**config.mk**
```make
export PLATFORM = sky130hd
export DESIGN_NAME = fat_text_to_short_name_unit
export DESIGN_NICKNAME = d
export VERILOG_FILES = /design/src/hdl/fts_pkg.sv /design/src/hdl/fts_in_stage.sv /design/src/hdl/fts_assemble.sv /design/src/hdl/fts_out_reg.sv /design/src/hdl/fat_text_to_short_name_unit.sv
export SDC_FILE = /design/constraint.sdc
export NUM_CORES = 1
export LEC_CHECK = 0
export BUFFER_PORTS_ARGS = -buffer_cell sky130_fd_sc_hd__buf_2
export CORE_MARGIN = 1.5
export CORE_UTILIZATION = 29
export CTS_CLUSTER_DIAMETER = 50
export DETAILED_ROUTE_END_ITERATION = 6
export GPL_ROUTABILITY_DRIVEN = 0
export PLACE_DENSITY = 0.51
export SLEW_MARGIN = 20
export SYNTH_ARGS = -nofsm -noshare
export SYNTH_HDL_FRONTEND = slang
export SYNTH_HIERARCHICAL = 1
export SYNTH_SLANG_ARGS = --single-unit
```
**constraint.sdc**
```tcl
create_clock -name clk -period 4.7 [get_ports clk]
set_input_delay 0.94 -clock clk [delete_from_list [all_inputs] [get_ports clk]]
set_output_delay 0.94 -clock clk [all_outputs]
set_load 0.05 [all_outputs]
```
**src/hdl/fts_pkg.sv**
```systemverilog
// Package for the short name unit: byte constants, item and result types.
// No dependencies; used by every module of the unit.
package fts_pkg;

    localparam int unsigned NameLen = 8;
    localparam int unsigned ExtLen  = 3;

    localparam logic [7:0] SPACE_CODE   = 8'h20;
    localparam logic [7:0] DOT_CODE     = 8'h2E;
    localparam logic [7:0] DELETED_MARK = 8'hE5;
    localparam logic [7:0] DELETED_ESC  = 8'h05;
    localparam logic [7:0] LOWER_A      = 8'h61;
    localparam logic [7:0] LOWER_Z      = 8'h7A;
    localparam logic [7:0] CASE_OFFSET  = 8'h20;

    // One classified input character as held in the input register.
    typedef struct packed {
        logic       last;
        logic       skip;
        logic       is_dot;
        logic       is_space;
        logic [7:0] code;
    } char_info_t;

    // One finished short name.
    typedef struct packed {
        logic        status;
        logic [23:0] ext_bytes;
        logic [63:0] name_bytes;
    } result_t;

    function automatic logic [7:0] upcase(input logic [7:0] c);
        logic [7:0] r;
        r = c;
        if (c >= LOWER_A && c <= LOWER_Z)
        begin
            r = c - CASE_OFFSET;
        end
        return r;
    endfunction

endpackage

```
**src/hdl/fts_in_stage.sv**
```systemverilog
// Input register of the short name unit: upper-cases and classifies a byte.
// Depends on fts_pkg.
module fts_in_stage (
    input  logic               clk,
    input  logic               rst_n,
    input  logic               in_valid,
    output logic               in_ready,
    input  logic [7:0]         in_ch,
    input  logic               in_last,
    input  logic               go,
    output logic               st_valid,
    output fts_pkg::char_info_t st_info
);
    import fts_pkg::*;

    logic       st_valid_reg;
    logic       st_valid_next;
    char_info_t st_info_reg;
    char_info_t in_info;
    logic       take;

    always_comb
    begin
        in_info.code     = upcase(in_ch);
        in_info.last     = in_last;
        in_info.skip     = (in_ch == 8'h00);
        in_info.is_dot   = (in_info.code == DOT_CODE);
        in_info.is_space = (in_info.code == SPACE_CODE);
    end

    // The register can take a new byte when empty or when its byte moves on.
    assign in_ready      = !st_valid_reg || go;
    assign take          = in_valid && in_ready;
    assign st_valid_next = take ? 1'b1 : (go ? 1'b0 : st_valid_reg);

    always_ff @(posedge clk or negedge rst_n)
    begin
        if (!rst_n)
        begin
            st_valid_reg <= 1'b0;
        end
        else
        begin
            st_valid_reg <= st_valid_next;
        end
    end

    always_ff @(posedge clk)
    begin
        if (take)
        begin
            st_info_reg <= in_info;
        end
    end

    assign st_valid = st_valid_reg;
    assign st_info  = st_info_reg;

endmodule

```
**src/hdl/fts_assemble.sv**
```systemverilog
// Name assembly of the short name unit: prefix and suffix stores, counters,
// and the padded result built on a terminator. Depends on fts_pkg.
module fts_assemble (
    input  logic                clk,
    input  logic                rst_n,
    input  logic                st_valid,
    input  fts_pkg::char_info_t st_info,
    input  logic                out_free,
    output logic                go,
    output logic                res_load,
    output fts_pkg::result_t    res
);
    import fts_pkg::*;

    logic [7:0] prefix_store_reg [NameLen];
    logic [7:0] prefix_store_next[NameLen];
    logic [7:0] suffix_store_reg [ExtLen];
    logic [7:0] suffix_store_next[ExtLen];
    logic [3:0] prefix_count_reg, prefix_count_next;
    logic [3:0] cut_length_reg,   cut_length_next;
    logic [1:0] suffix_count_reg, suffix_count_next;
    logic       dot_seen_reg,     dot_seen_next;
    logic       started_reg,      started_next;

    // A terminator waits until the output register can take the result.
    assign go       = st_valid && (!st_info.last || out_free);
    assign res_load = go && st_info.last;

    always_comb
    begin
        prefix_store_next = prefix_store_reg;
        suffix_store_next = suffix_store_reg;
        prefix_count_next = prefix_count_reg;
        cut_length_next   = cut_length_reg;
        suffix_count_next = suffix_count_reg;
        dot_seen_next     = dot_seen_reg;
        started_next      = started_reg;
        if (go)
        begin
            if (st_info.last)
            begin
                prefix_count_next = 4'd0;
                cut_length_next   = 4'd0;
                suffix_count_next = 2'd0;
                dot_seen_next     = 1'b0;
                started_next      = 1'b0;
            end
            else if (!st_info.skip)
            begin
                // A dot is a separator unless it is the first byte of the name.
                if (st_info.is_dot && started_reg)
                begin
                    dot_seen_next     = 1'b1;
                    cut_length_next   = prefix_count_reg;
                    suffix_count_next = 2'd0;
                end
                else if (!st_info.is_space && dot_seen_reg
                         && suffix_count_reg != 2'(ExtLen))
                begin
                    suffix_store_next[suffix_count_reg] = st_info.code;
                    suffix_count_next = suffix_count_reg + 2'd1;
                end
                // The separator dot itself lands in the prefix too.
                if (!st_info.is_space && prefix_count_reg != 4'(NameLen))
                begin
                    prefix_store_next[prefix_count_reg[2:0]] = st_info.code;
                    prefix_count_next = prefix_count_reg + 4'd1;
                end
                started_next = 1'b1;
            end
        end
    end

    always_ff @(posedge clk or negedge rst_n)
    begin
        if (!rst_n)
        begin
            prefix_count_reg <= 4'd0;
            cut_length_reg   <= 4'd0;
            suffix_count_reg <= 2'd0;
            dot_seen_reg     <= 1'b0;
            started_reg      <= 1'b0;
        end
        else
        begin
            prefix_count_reg <= prefix_count_next;
            cut_length_reg   <= cut_length_next;
            suffix_count_reg <= suffix_count_next;
            dot_seen_reg     <= dot_seen_next;
            started_reg      <= started_next;
        end
    end

    // Store contents beyond the counts are never shown, so they need no reset.
    always_ff @(posedge clk)
    begin
        prefix_store_reg <= prefix_store_next;
        suffix_store_reg <= suffix_store_next;
    end

    always_comb
    begin
        logic [3:0] keep;
        logic [7:0] b;
        keep = dot_seen_reg ? cut_length_reg : prefix_count_reg;
        res.status     = !started_reg;
        res.name_bytes = '0;
        res.ext_bytes  = '0;
        for (int i = 0; i < NameLen; i++)
        begin
            b = (started_reg && 4'(i) < keep) ? prefix_store_reg[i] : SPACE_CODE;
            if (i == 0 && b == DELETED_MARK)
            begin
                b = DELETED_ESC;
            end
            res.name_bytes[8*i +: 8] = b;
        end
        for (int i = 0; i < ExtLen; i++)
        begin
            b = (started_reg && dot_seen_reg && 2'(i) < suffix_count_reg)
                ? suffix_store_reg[i] : SPACE_CODE;
            res.ext_bytes[8*i +: 8] = b;
        end
    end

endmodule

```
**src/hdl/fts_out_reg.sv**
```systemverilog
// Result register of the short name unit, facing the output stream.
// Depends on fts_pkg.
module fts_out_reg (
    input  logic             clk,
    input  logic             rst_n,
    input  logic             load,
    input  fts_pkg::result_t res,
    output logic             free,
    output logic             m_tvalid,
    input  logic             m_tready,
    output logic [87:0]      m_tdata,
    output logic             m_tuser
);
    import fts_pkg::*;

    logic    valid_reg, valid_next;
    result_t res_reg;

    assign free       = !valid_reg || m_tready;
    assign valid_next = load ? 1'b1 : (m_tready ? 1'b0 : valid_reg);

    always_ff @(posedge clk or negedge rst_n)
    begin
        if (!rst_n)
        begin
            valid_reg <= 1'b0;
        end
        else
        begin
            valid_reg <= valid_next;
        end
    end

    always_ff @(posedge clk)
    begin
        if (load)
        begin
            res_reg <= res;
        end
    end

    assign m_tvalid = valid_reg;
    assign m_tdata  = {res_reg.ext_bytes, res_reg.name_bytes};
    assign m_tuser  = res_reg.status;

endmodule

```
**src/hdl/fat_text_to_short_name_unit.sv**
```systemverilog
// Throughput: one byte per cycle, with no gaps between names, except that a terminator
// waits in the input register while the result register is still occupied.
// Each byte passes the input register, then one combinational update of the stores
// and the result register; the result register decouples the output stall.
// Reset (rst_n low, asynchronous) empties both registers and clears the name state.
// Depends on fts_pkg, fts_in_stage, fts_assemble and fts_out_reg.
module fat_text_to_short_name_unit (
    input  logic        clk,
    input  logic        rst_n,
    input  logic        s_tvalid,
    output logic        s_tready,
    input  logic [7:0]  s_tdata,   // ch[7:0]
    input  logic        s_tlast,   // end_of_name: the terminator, s_tdata is ignored
    output logic        m_tvalid,
    input  logic        m_tready,
    output logic [87:0] m_tdata,   // name_bytes[63:0], ext_bytes[87:64]
    output logic        m_tuser    // status: 1 when the name was empty
);
    import fts_pkg::*;

    logic       st_valid;
    char_info_t st_info;
    logic       go;
    logic       res_load;
    result_t    res;
    logic       out_free;

    // The input register holds one upper-cased, classified byte. It moves on
    // in the next cycle unless it is a terminator and the result register is
    // still occupied, so a stalled output backs up only one transfer deep.
    fts_in_stage u_in (
        .clk      (clk),
        .rst_n    (rst_n),
        .in_valid (s_tvalid),
        .in_ready (s_tready),
        .in_ch    (s_tdata),
        .in_last  (s_tlast),
        .go       (go),
        .st_valid (st_valid),
        .st_info  (st_info)
    );

    // The assembler keeps the first eight non-space, non-null bytes, the prefix
    // length at the latest separator dot and the first three such bytes after
    // it. On a terminator it builds the space-padded name and extension,
    // escapes a leading deleted mark and clears its state for the next name.
    fts_assemble u_asm (
        .clk      (clk),
        .rst_n    (rst_n),
        .st_valid (st_valid),
        .st_info  (st_info),
        .out_free (out_free),
        .go       (go),
        .res_load (res_load),
        .res      (res)
    );

    // The result register holds one finished name until it is taken.
    fts_out_reg u_out (
        .clk      (clk),
        .rst_n    (rst_n),
        .load     (res_load),
        .res      (res),
        .free     (out_free),
        .m_tvalid (m_tvalid),
        .m_tready (m_tready),
        .m_tdata  (m_tdata),
        .m_tuser  (m_tuser)
    );

endmodule

```
==> results of run 1 <==
-- layout make-up --
cell class	instances	area (um2)	share of cell area
multi-input cells	203	1400	0.154
flip-flops and latches	203	6030	0.662
clock buffers	26	587	0.0645
well taps	330	413	0.0454
repair buffers	106	538	0.0591
clock inverters	15	91.3	0.0100
inverters	11	45.0	0.00495
-- cell families after synthesis --
logic type      Yosys count  synth area share
simple gates            164             0.136
fa+ha+maj                 8            0.0133
flops                   203             0.803
compound gates           27            0.0298
xor+xnor                  1           0.00117
buf+inv                  16            0.0115
mux                       3           0.00517
-- final timing paths --
check | from | endpoint | cells past startpoint
worst min register to register | u_asm/prefix_store_reg[53]$_DFFE_PP_ | u_out/m_tdata[13]$_DFFE_PP_ | 1
worst max-delay path | u_in/st_info[11]$_DFFE_PP_ | s_tready | 4
worst min-delay path | rst_n | u_asm/prefix_count_reg[0]$_DFFE_PN0P_ | 1
min in group clk | u_asm/prefix_store_reg[53]$_DFFE_PP_ | u_out/m_tdata[13]$_DFFE_PP_ | 1
max in group asynchronous | rst_n | u_asm/dot_seen_reg$_DFFE_PN0P_ | 1
worst max register to register | u_asm/prefix_count_reg[1]$_DFFE_PN0P_ | u_asm/prefix_store_reg[45]$_DFFE_PP_ | 5
-- stage by stage --
step | utilization | cells | power, mW | setup slack, ns | hold WS, ns
after global routing | 0.359 | 894 | 4.41 | 1.66 | 0.369
after global placement | 0.332 | 853 | 2.70 | 1.81 | 0.485
after detailed placement | 0.332 | 853 | 2.70 | 1.80 | 0.489
after floorplan | - | 422 | 2.56 | 1.10 | 0.472
after CTS | 0.359 | 894 | 4.30 | 1.76 | 0.356
final | 0.359 | 894 | 4.24 | 1.77 | 0.366
-- Yosys cell counts, types with 2 or more instances --
library cell,count
edfxtp_1,189
and2_1,81
nand2_1,18
dfrtp_1,14
nor2_1,14
nand2b_1,12
ha_1,8
inv_1,8
o31ai_1,5
nand3_1,4
nor3_1,4
a21oi_1,3
and3_1,3
nand4_1,3
or3_1,3
a21o_4,2
a31o_2,2
and3b_1,2
buf_4,2
buf_6,2
inv_2,2
nor3_2,2
o21ai_0,2
o21ai_1,2
-- cells in the final DEF, fill, tap and decap left out, drive strengths merged, types with 2 or more instances in the layout --
cell / synthesis / final
and3b: 2 / 2
o21bai: 2 / 2
edfxtp: 189 / 189
or4: 2 / 2
nor2b: 2 / 2
buf: 5 / 106
a21o: 2 / 2
o31ai: 5 / 5
nand2b: 14 / 14
dfrtp: 14 / 14
clkinv: 0 / 12
nor3: 6 / 6
ha: 8 / 8
a21oi: 3 / 3
and2: 81 / 81
mux2i: 2 / 2
o21ai: 5 / 5
inv: 11 / 14
nand2: 19 / 19
clkbuf: 0 / 26
nand3: 4 / 4
a31o: 2 / 2
nor2: 17 / 17
and3: 3 / 3
or3: 4 / 4
nor4: 3 / 3
nand4: 3 / 3
-- power by group through the flow --
stage	clock (mW)	combinational, mW	sequential [mW]
finish	1.59	0.479	2.18
global placement	0	0.478	2.22
global route	1.70	0.512	2.19
CTS	1.64	0.486	2.18
floorplan	0	0.182	2.38
detailed placement	0	0.484	2.22
-- critical path, cell delays in order, from the launching register on --
cell and delay [ns]:
edfxtp_1 0.62, nor2b_2 0.38, nor2b_1 0.07, nand2b_1 0.20
buf_2 0.24
-- metal layers --
layer / vias up / track usage / share of wire
met4: 0 / 0.0293 / 0.013
met2: 111 / 0.180 / 0.47
li1: 1815 / - / -
met5: - / 0 / 0
met1: 1878 / 0.148 / 0.47
met3: 15 / 0.0225 / 0.053
==> results.rst, run 1 <==
.. list-table::
   :header-rows: 1

   * - Metric
     - Value
   * - Number of buffers inserted by port buffering
     - slightly above 100
   * - Tightest Hold Check Type
     - input pin to asynchronous set/reset pin
   * - Number of fill cells in the layout
     - 2400
   * - Reg clk slew, reported paths
     - 0.06 ns
   * - Syn Inst Count
     - 422
   * - Maximum frequency from static timing analysis
     - approximately 340 MHz
   * - Sw frac
     - 0.265
   * - Diodes inserted
     - 0
   * - DRT Pass-1 Iters
     - 4
   * - Largest net degree at the start of global routing
     - 66
   * - Post-synth EDFFs
     - 189
   * - Number of buffers created by CTS
     - 23
   * - Post-route cell area
     - 9100 um2
   * - Effective utilization at floorplan
     - 0.296
   * - Area share of the largest cell type after synthesis
     - 0.756
   * - Post-detailed-routing wire length
     - 14.8 mm
   * - Post-detailed-route wirelength per cell
     - 16.5 um
   * - Critical path data arrival time
     - just under 2 ns
   * - Vias after detailed routing
     - 3819
   * - Horizontal die dimension
     - 164 um
   * - Skew-Pair Late Insertion Delay
     - 0.49 ns
   * - Total of hold buffers inserted after clock tree synthesis
     - 0
   * - Register-to-Register Setup Slack
     - 2.20 ns
   * - Share of the yosys chip area belonging to registers
     - 0.803
   * - Count of instances resized after the clock tree is built
     - 0
   * - Clock power frac
     - 0.374
   * - CTS tree
     - done
   * - Wire length of the first global-routing pass
     - 22.0 mm
   * - First-iteration detailed-routing DRC count
     - 192
   * - Lkg Pwr
     - 3.28 nW
   * - Setup TNS after final layout
     - 0 ns
   * - Biggest area consumer among synthesized cells
     - edfxtp_1
   * - Final count of negative-setup-slack endpoints
     - 0
   * - Layout cells sized above 1
     - 0.296
   * - Number of flip-flops in the largest register
     - 88
   * - Average instance area after synthesis
     - 17.8 um2
   * - Placeable Area
     - around 25000 um2
   * - Ports
     - 104
   * - Internal power
     - 3.12 mW
   * - DRC viols
     - 0
   * - Endpoint type of the worst setup path
     - primary output
   * - Start-to-end type of the worst setup path
     - flip-flop to primary output
   * - Routed via count divided by cell count
     - 4.27
   * - Net Sw Power
     - 1.12 mW
   * - Area added between synthesis and finish
     - 21.2%
   * - Die Footprint
     - 26900 um2
   * - Unrepaired setup endpoints after global routing
     - no
   * - Clock tree buffer depth
     - 3
   * - Layout net count
     - 569
   * - Number of buffers inserted to repair setup after CTS
     - 0
   * - Netlist area before placement
     - 7510 um2
   * - Net count after synthesis
     - 443
   * - Relative slew margins
     - 0.454
   * - Number of maximum-capacitance violations
     - 0
   * - Netlist cell types
     - 59
   * - Share of synthesized registers carrying an async set or reset
     - 0.0690
   * - Max VDD drop
     - 0.000165 V
   * - Number of cell rows
     - between 50 and 60
   * - Flop pwr share
     - 0.513
   * - Critical path launch point type
     - flip-flop
   * - Post-DP HPWL
     - ~10 mm
   * - Clock period minus final worst setup slack
     - 2.93 ns
   * - Initial antenna violation count
     - 0
   * - Total Routing Usage GR
     - 0.109
   * - Max-slew violations
     - 0
   * - Leading cell types by total area after synthesis
     - edfxtp_1 76%, and2_1 6.8%, dfrtp_1 4.7%, ha_1 1.3%, nand2b_1 1.0%
   * - Total of warnings raised by yosys
     - 6
   * - Aggregate global routing overflow
     - 0
   * - Areal power density over the cells
     - 466 nW/um2
   * - Placed Instance Area
     - 8420 um2
   * - Outcome
     - complete, no violations
   * - Worst Path Max Fanout
     - 10
   * - Via count of the first global-routing pass
     - around 4000
   * - Number of hold violations in the final report
     - 0
   * - Worst endpoint required time
     - 3.76 ns
   * - DIE HEIGHT
     - 164 um
   * - Number of nets with antenna violations after detailed routing
     - 0
   * - Maximum clock skew at final layout
     - 0.00804 ns
   * - Sinks on Clock Net
     - 203
   * - Synthesis-stage register bit count
     - between 200 and 250
   * - Most instantiated flip-flop cell in the synthesis netlist
     - edfxtp_1
   * - Clock root buffer
     - clkbuf_16
   * - Measured slew at the worst slew-check pin
     - around 0.82 ns
   * - H-tree Lvls
     - 1
   * - Post-route clock period utilization
     - 0.624
   * - Portion of total power attributed to combinational logic
     - 0.113
No activity file was read; power rests on OpenSTA's default activity.
==> inputs of run 2 (changes only) <==
--- a/config.mk
+++ b/config.mk
@@ -5,6 +5,7 @@
 export SDC_FILE = /design/constraint.sdc
 export NUM_CORES = 1
 export LEC_CHECK = 0
+export ABC_AREA = 1
 export BUFFER_PORTS_ARGS = -buffer_cell sky130_fd_sc_hd__buf_2
 export CORE_MARGIN = 1.5
 export CORE_UTILIZATION = 29
==> constraint.sdc (replaced) <==
create_clock -name clk -period 2.85 [get_ports clk]
set_input_delay 0.57 -clock clk [delete_from_list [all_inputs] [get_ports clk]]
set_output_delay 0.57 -clock clk [all_outputs]
set_load 0.05 [all_outputs]
==> run 2 against run 1 <==
Sequential share of layout area fell by 2.5 points; largest power group unchanged; critical path depth rose by 5; core utilization rose by 0.36 points; hold slack got worse by 0.11 ns; sequential power rose by 61%; flip-flop and latch count did not move.
==> results.rst, run 2 <==
.. list-table::
   :header-rows: 1

   * - Metric
     - Value
   * - Cell type with the highest occurrence count on the critical path
     - nand2_1
   * - Adder-cell share of the synthesized area
     - 0.0130
   * - Reg2reg end
     - u_asm/prefix_store_reg[2]$_DFFE_PP_
   * - Setup TNS after final layout
     - 0 ns
   * - Aggregate global routing overflow
     - 0
   * - Die Footprint
     - 27500 um2
   * - Area added between synthesis and finish
     - 23.0%
   * - Share of the yosys chip area belonging to registers
     - 0.783
   * - Number of buffers created by CTS
     - 23
   * - DIE HEIGHT
     - between 150 and 200 um
   * - Worst endpoint required time
     - 2.97 ns
   * - Reg clk slew, reported paths
     - 0.06 ns
   * - Synthesis-stage register bit count
     - approximately 200
   * - Share of cell area taken by muxes after synthesis
     - 0
   * - Average instance area after synthesis
     - 13.7 um2
   * - Number of flip-flops in the largest register
     - 88
   * - Number of buffers and inverters on the critical path
     - 2
   * - Worst Path Max Fanout
     - 8
   * - Ports
     - ~100
   * - Areal power density over the cells
     - 757 nW/um2
   * - Share of synthesized registers carrying an async set or reset
     - 0.0690
   * - Effective utilization at floorplan
     - 0.295
   * - Via count of the first global-routing pass
     - 4370
   * - Clock root buffer
     - clkbuf_16
   * - Commonest non-fill, non-tap cell in the layout
     - edfxtp_1
   * - H-tree Lvls
     - 1
   * - Syn Inst Count
     - 560
   * - Skew-Pair Late Insertion Delay
     - 0.50 ns
   * - Library cell contributing the largest single delay on the critical path
     - nor2_1
   * - Number of hold violations in the final report
     - 0
   * - Total number of cells along the worst setup path
     - 9
   * - Largest stage delay, worst path
     - around 0.53 ns
   * - Number of nets with antenna violations after detailed routing
     - 0
   * - Synth Area in Compound Gates
     - 0.0140
   * - Relative slew margins
     - 0.559
   * - Sinks on Clock Net
     - between 200 and 250
   * - Netlist area before placement
     - ~7700 um2
   * - Number of cell rows
     - 59
   * - Leading cell types by total area after synthesis
     - edfxtp_1 74%, inv_1 5.7%, nor2_1 4.7%, dfrtp_1 4.6%, nand2_1 3.0%
   * - Critical path data arrival time
     - ~2.4 ns
   * - Kind of cell adding the most delay to the critical path
     - simple AND/OR/NAND/NOR gates
   * - Layout cells sized above 1
     - 0.265
   * - Register-to-Register Path Depth
     - 9
   * - Wire length of the first global-routing pass
     - 23.6 mm
   * - Unrepaired setup endpoints after global routing
     - no
   * - Netlist cell types
     - 31
   * - Main combinational cell family by area after synthesis
     - simple AND/OR/NAND/NOR gates
   * - Endpoint type of the worst setup path
     - flip-flop
   * - Post-DP HPWL
     - 10.2 mm
   * - Final count of negative-setup-slack endpoints
     - 0
   * - Net count after synthesis
     - 581
   * - Total of warnings raised by yosys
     - 6
   * - Max-slew violations
     - 0
   * - CTS tree
     - done
   * - Maximum clock skew at final layout
     - 0.00847 ns
   * - Start-to-end type of the worst setup path
     - flip-flop to flip-flop
   * - Dominant cell by count in the synthesized netlist
     - edfxtp_1
   * - Total area of multi-input combinational cells
     - ~1200 um2
   * - Worst hold path startpoint
     - s_tlast
   * - Post-detailed-route wirelength per cell
     - roughly 14 um
   * - Simple logic cell fraction of the synthesized area
     - 0.125
   * - Measured slew at the worst slew-check pin
     - 0.659 ns
   * - Post-detailed-routing wire length
     - 15.0 mm
   * - Hold Path End
     - u_in/st_info[11]$_DFFE_PP_
   * - Diodes inserted
     - 0
   * - Tightest Hold Check Type
     - input pin to flip-flop
   * - Initial antenna violation count
     - 0
   * - Routed via count divided by cell count
     - 3.98
   * - Register-to-Register Setup Slack
     - 0.59 ns
   * - Number of maximum-capacitance violations
     - 0
   * - Post-synth EDFFs
     - 189
   * - Outcome
     - complete, no violations
   * - Startpoint of the worst-slack reg-to-reg timing path
     - u_asm/prefix_count_reg[1]$_DFFE_PN0P_
   * - Maximum frequency from static timing analysis
     - 442 MHz
   * - Vias after detailed routing
     - 4161
   * - Clock tree buffer depth
     - 3
   * - Placeable Area
     - 26100 um2
   * - Most used standard cells in the synthesized netlist
     - 189 x edfxtp_1, 116 x inv_1, 96 x nor2_1, 62 x nand2_1, 14 x dfrtp_1
   * - Worst hold path depth
     - 1
   * - Most instantiated flip-flop cell in the synthesis netlist
     - edfxtp_1
   * - Area share of the largest cell type after synthesis
     - 0.738
   * - Number of buffers inserted to repair setup after CTS
     - 0
   * - Horizontal die dimension
     - 166 um
   * - Clock period minus final worst setup slack
     - 2.26 ns
   * - DRC viols
     - 0
   * - Placed Instance Area
     - a little under 9000 um2
   * - Worst slack, placed
     - 0.472 ns
   * - Layout net count
     - ~700
   * - First-iteration detailed-routing DRC count
     - 261
   * - Total Routing Usage GR
     - 0.110
   * - Biggest area consumer among synthesized cells
     - edfxtp_1
   * - Post-route cell area
     - 9460 um2
   * - Critical path launch point type
     - flip-flop
   * - Number of buffers inserted by port buffering
     - between 100 and 150
   * - Setup slack of the critical path after layout
     - 0.590 ns
   * - Largest net degree at the start of global routing
     - between 90 and 100
   * - Final core utilization
     - 0.363
   * - Number of fill cells in the layout
     - approximately 2600
   * - Leading cell types in the layout, fill and taps excluded
     - 189 x edfxtp_1, 115 x inv_1, 103 x buf_2, 96 x nor2_1, 62 x nand2_1
   * - Max VDD drop
     - 0.000349 V
   * - Area used by sequential logic in the layout
     - 6030 um2
   * - Post-route clock period utilization
     - 0.793
   * - DRT Pass-1 Iters
     - 4
   * - Critical path cell sequence
     - inv_1, ha_1, nand3_1, nand2_1, inv_1, nand2_1, nor2_2, nand2_1, nor2_1
   * - Xor and xnor area share after synthesis
     - 0.00114
   * - Lkg Pwr
     - about 3.9 nW
## run 2: changes by cell type after synthesis, moves of 5 or more
cell      previous run  this run
and2_1              81         0
inv_1                8       116
nand2_1             18        62
nand2_2              1         8
nand2_4              0         5
nand2b_1            12         0
nand3_2              0         5
nor2_1              14        96
o21ai_0              2        10
o31ai_1              5         0
## run 2: metrics by stage
stage / total power [mW] / std cells / hold WS (ns)
5_1_grt: 7.44 / 1045 / 0.233
2_1_floorplan: 4.05 / 560 / 0.274
3_5_place_dp: 4.27 / 1003 / 0.474
4_1_cts: 7.27 / 1045 / 0.227
6_report: 7.16 / 1045 / 0.252
3_3_place_gp: 4.26 / 1003 / 0.469
## run 2: worst max-delay path by stage
| stage | to | slack, ns | startpoint |
|---|---|---|---|
| 2_1_floorplan | u_out/m_tdata[0]$_DFFE_PP_ | 0.1 | u_out/m_tvalid$_DFFE_PN0P_ |
| 3_3_place_gp | u_asm/suffix_store_reg[23]$_DFFE_PP_ | 0.56 | m_tready |
| 3_5_place_dp | u_asm/suffix_store_reg[23]$_DFFE_PP_ | 0.47 | m_tready |
| 4_1_cts | u_asm/prefix_store_reg[2]$_DFFE_PP_ | 0.60 | u_asm/prefix_count_reg[1]$_DFFE_PN0P_ |
| 5_1_grt | u_asm/prefix_store_reg[2]$_DFFE_PP_ | 0.39 | u_asm/prefix_count_reg[1]$_DFFE_PN0P_ |
| 6_report | u_asm/prefix_store_reg[2]$_DFFE_PP_ | 0.59 | u_asm/prefix_count_reg[1]$_DFFE_PN0P_ |
## run 2: cells by family after synthesis
group / after synthesis
DFF: 203
adders and majority gates: 8
AOI/OAI and AO/OA: 17
buffers and inverters: 127
xor gates and xnor gates: 1
and+or+nand+nor: 204
## run 2: repair_timing
action,4_1_cts,5_1_grt
endpoints found under the setup margin,0,0
resized for setup,0,0
endpoints found under the hold margin,14,0
hold buffers,1,0
## run 2: layout make-up
| class | instances | share of cell area |
|---|---|---|
| repair buffers | 111 | 0.0625 |
| clock buffers | 27 | 0.0625 |
| flip-flops and latches | 203 | 0.637 |
| well taps | 335 | 0.0443 |
| clock inverters | 14 | 0.0188 |
| inverters | 125 | 0.0505 |
| multi-input cells | 230 | 0.124 |
## run 2: layer usage
metal / share of wire / vias up / GRT usage
met5: 0 / - / 0
met4: 0.026 / 0 / 0.0376
met3: 0.050 / 27 / 0.0224
li1: - / 2088 / -
met1: 0.46 / 1948 / 0.143
met2: 0.47 / 98 / 0.183
## run 2: report_power, final
| part | switching (mW) | total (mW) | internal [mW] |
|---|---|---|---|
| Sequential | 0.103 | 3.52 | 3.42 |
| Combinational | 0.544 | 0.673 | 0.130 |
| Clock | 1.12 | 2.96 | 1.85 |
## run 2: worst reg2reg max path, delay by kind of cell, from the launching register on
family	cells	cell delay (ns)
flops	1	0.42
simple gates	6	1.10
fa+ha+maj	1	0.20
buf+inv	2	0.18
==> inputs of run 3 (changes only) <==
==> constraint.sdc (replaced) <==
create_clock -name clk -period 2.4 [get_ports clk]
set_input_delay 0.48 -clock clk [delete_from_list [all_inputs] [get_ports clk]]
set_output_delay 0.48 -clock clk [all_outputs]
set_load 0.05 [all_outputs]
==> run 3 against run 2 <==
Total power up 21%; global-route usage about the same; die area unchanged; worst setup slack worse by 0.35 ns; largest power group unchanged; hold slack worse by 0.099 ns; sequential power up 19%; largest cell class unchanged.
==> results.rst, run 3 (same netlist as run 2, synthesis figures left out) <==
.. list-table::
   :header-rows: 1

   * - Metric
     - Value
   * - Lkg Pwr
     - 3.98 nW
   * - Net Sw Power
     - 2.17 mW
   * - Aggregate global routing overflow
     - 0
   * - Layout net count
     - 725
   * - Horizontal die dimension
     - 166 um
   * - Clock tree buffer depth
     - 3
   * - Placeable Area
     - 26100 um2
   * - Post-DP HPWL
     - 10.2 mm
   * - Sinks on Clock Net
     - 203
   * - Area added between synthesis and finish
     - 24.6%
   * - Total Routing Usage GR
     - 0.110
   * - Commonest non-fill, non-tap cell in the layout
     - edfxtp_1
   * - Layout cells sized above 1
     - 0.281
   * - Post-detailed-routing wire length
     - 15.1 mm
   * - Worst Path Max Fanout
     - 5
   * - Start-to-end type of the worst setup path
     - flip-flop to primary output
   * - Initial antenna violation count
     - 0
   * - DIE HEIGHT
     - 166 um
   * - Critical path launch point type
     - flip-flop
   * - Number of maximum-capacitance violations
     - 0
   * - Diodes inserted
     - 0
   * - Wire length of the first global-routing pass
     - between 20 and 25 mm
   * - Largest net degree at the start of global routing
     - 53
   * - Number of nets with antenna violations after detailed routing
     - 0
   * - Clock power frac
     - 0.424
   * - Effective utilization at floorplan
     - 0.295
   * - Internal power
     - approximately 6.5 mW
   * - Maximum frequency from static timing analysis
     - 464 MHz
   * - Number of buffers created by CTS
     - 25
   * - First-iteration detailed-routing DRC count
     - 284
   * - Max VDD drop
     - approximately 0.00042 V
   * - H-tree Lvls
     - 1
   * - Max-slew violations
     - 0
   * - Unrepaired setup endpoints after global routing
     - no
   * - Setup TNS after final layout
     - 0 ns
   * - Clock root buffer
     - clkbuf_16
   * - Via count of the first global-routing pass
     - between 4000 and 5000
   * - Post-detailed-route wirelength per cell
     - about 14 um
   * - Overall power
     - 8.66 mW
   * - Portion of total power attributed to combinational logic
     - 0.093
   * - Skew-Pair Late Insertion Delay
     - 0.50 ns
   * - Count of instances resized after the clock tree is built
     - 0
   * - Outcome
     - complete, no violations
   * - Sw frac
     - 0.250
   * - Number of flip-flops in the largest register
     - 88
   * - Vias after detailed routing
     - 4237
   * - Routed via count divided by cell count
     - ~4
   * - Worst slack, placed
     - 0.390 ns
   * - Die Footprint
     - around 28000 um2
   * - Number of hold violations in the final report
     - 0
   * - Number of buffers inserted by port buffering
     - around 100
   * - Maximum clock skew at final layout
     - roughly 0.010 ns
   * - Worst endpoint required time
     - 1.92 ns
   * - Endpoint type of the worst setup path
     - primary output
   * - Setup slack of the critical path after layout
     - 0.244 ns
   * - Post-route clock period utilization
     - 0.898
   * - Reg clk slew, reported paths
     - 0.05 ns
   * - Measured slew at the worst slew-check pin
     - 0.650 ns
   * - Flop pwr share
     - 0.483
   * - Clock period minus final worst setup slack
     - 2.16 ns
   * - CTS tree
     - done
   * - Leading cell types in the layout, fill and taps excluded
     - 189 x edfxtp_1, 114 x inv_1, 103 x buf_2, 96 x nor2_1, 61 x nand2_1
   * - Number of cell rows
     - between 50 and 60
   * - Tightest Hold Check Type
     - input pin to flip-flop
   * - DRC viols
     - 0
   * - Ports
     - 104
   * - DRT Pass-1 Iters
     - 4
   * - Relative slew margins
     - 0.566
   * - Final count of negative-setup-slack endpoints
     - 0
   * - Critical path data arrival time
     - 1.68 ns
   * - Number of fill cells in the layout
     - 2521
   * - Areal power density over the cells
     - 903 nW/um2
-- run 3: routing by layer --
layer / part of all wire / track usage
met5: 0 / 0
met4: 0.023 / 0.0360
met3: 0.047 / 0.0253
met2: 0.48 / 0.185
met1: 0.45 / 0.139
-- run 3: power by group through the flow --
stage | Combinational, mW | Sequential (mW) | Clock (mW)
floorplan | 0.285 | 4.53 | 0
global placement | 0.815 | 4.26 | 0
detailed placement | 0.818 | 4.27 | 0
CTS | 0.821 | 4.19 | 3.78
global route | 0.866 | 4.21 | 3.90
finish | 0.808 | 4.18 | 3.67
-- run 3: area by class of cell --
cell class / instances / area (um2) / share of cell area
Clock buffer: 29 / 651 / 0.0679
Clock inverter: 16 / 171 / 0.0179
Inverter: 125 / 478 / 0.0499
Multi-Input combinational cell: 230 / 1180 / 0.123
Sequential cell: 203 / 6030 / 0.629
Tap cell: 335 / 419 / 0.0437
Timing Repair Buffer: 119 / 663 / 0.0692
-- run 3: final timing paths --
check                      cells past startpoint  slack, ns                              endpoint                                  start
min in group asynchronous                      2       0.42             u_in/st_valid$_DFFE_PN0P_                                  rst_n
min reg2reg                                    2       0.48   u_asm/cut_length_reg[0]$_DFFE_PN0P_    u_asm/cut_length_reg[0]$_DFFE_PN0P_
max                                            4       0.24                              s_tready             u_in/st_info[11]$_DFFE_PP_
min                                            1       0.15            u_in/st_info[11]$_DFFE_PP_                                s_tlast
max reg2reg                                   10       0.50  u_asm/prefix_store_reg[39]$_DFFE_PP_  u_asm/prefix_count_reg[0]$_DFFE_PN0P_
max in group asynchronous                      2       1.70            u_out/m_tvalid$_DFFE_PN0P_                                  rst_n
-- run 3: critical path: stages, from the launching register on --
cell	delay, ns
edfxtp_1	0.49
a21oi_2	0.25
inv_1	0.08
nand2_1	0.09
buf_2	0.27
-- run 3: what timing repair did --
action / CTS / global route
buffers inserted: 0 / 0
endpoints found under the hold margin: 14 / 0
hold buffers: 1 / 0
-- run 3: stage by stage --
| step | instance area, um2 | hold slack [ns] | utilization | instances |
|---|---|---|---|---|
| 2_1_floorplan | 7700 | 0.184 | - | 560 |
| 3_3_place_gp | 8750 | 0.416 | 0.336 | 1011 |
| 3_5_place_dp | 8750 | 0.423 | 0.336 | 1011 |
| 4_1_cts | 9590 | 0.135 | 0.368 | 1057 |
| 5_1_grt | 9590 | 0.136 | 0.368 | 1057 |
| 6_report | 9590 | 0.153 | 0.368 | 1057 |
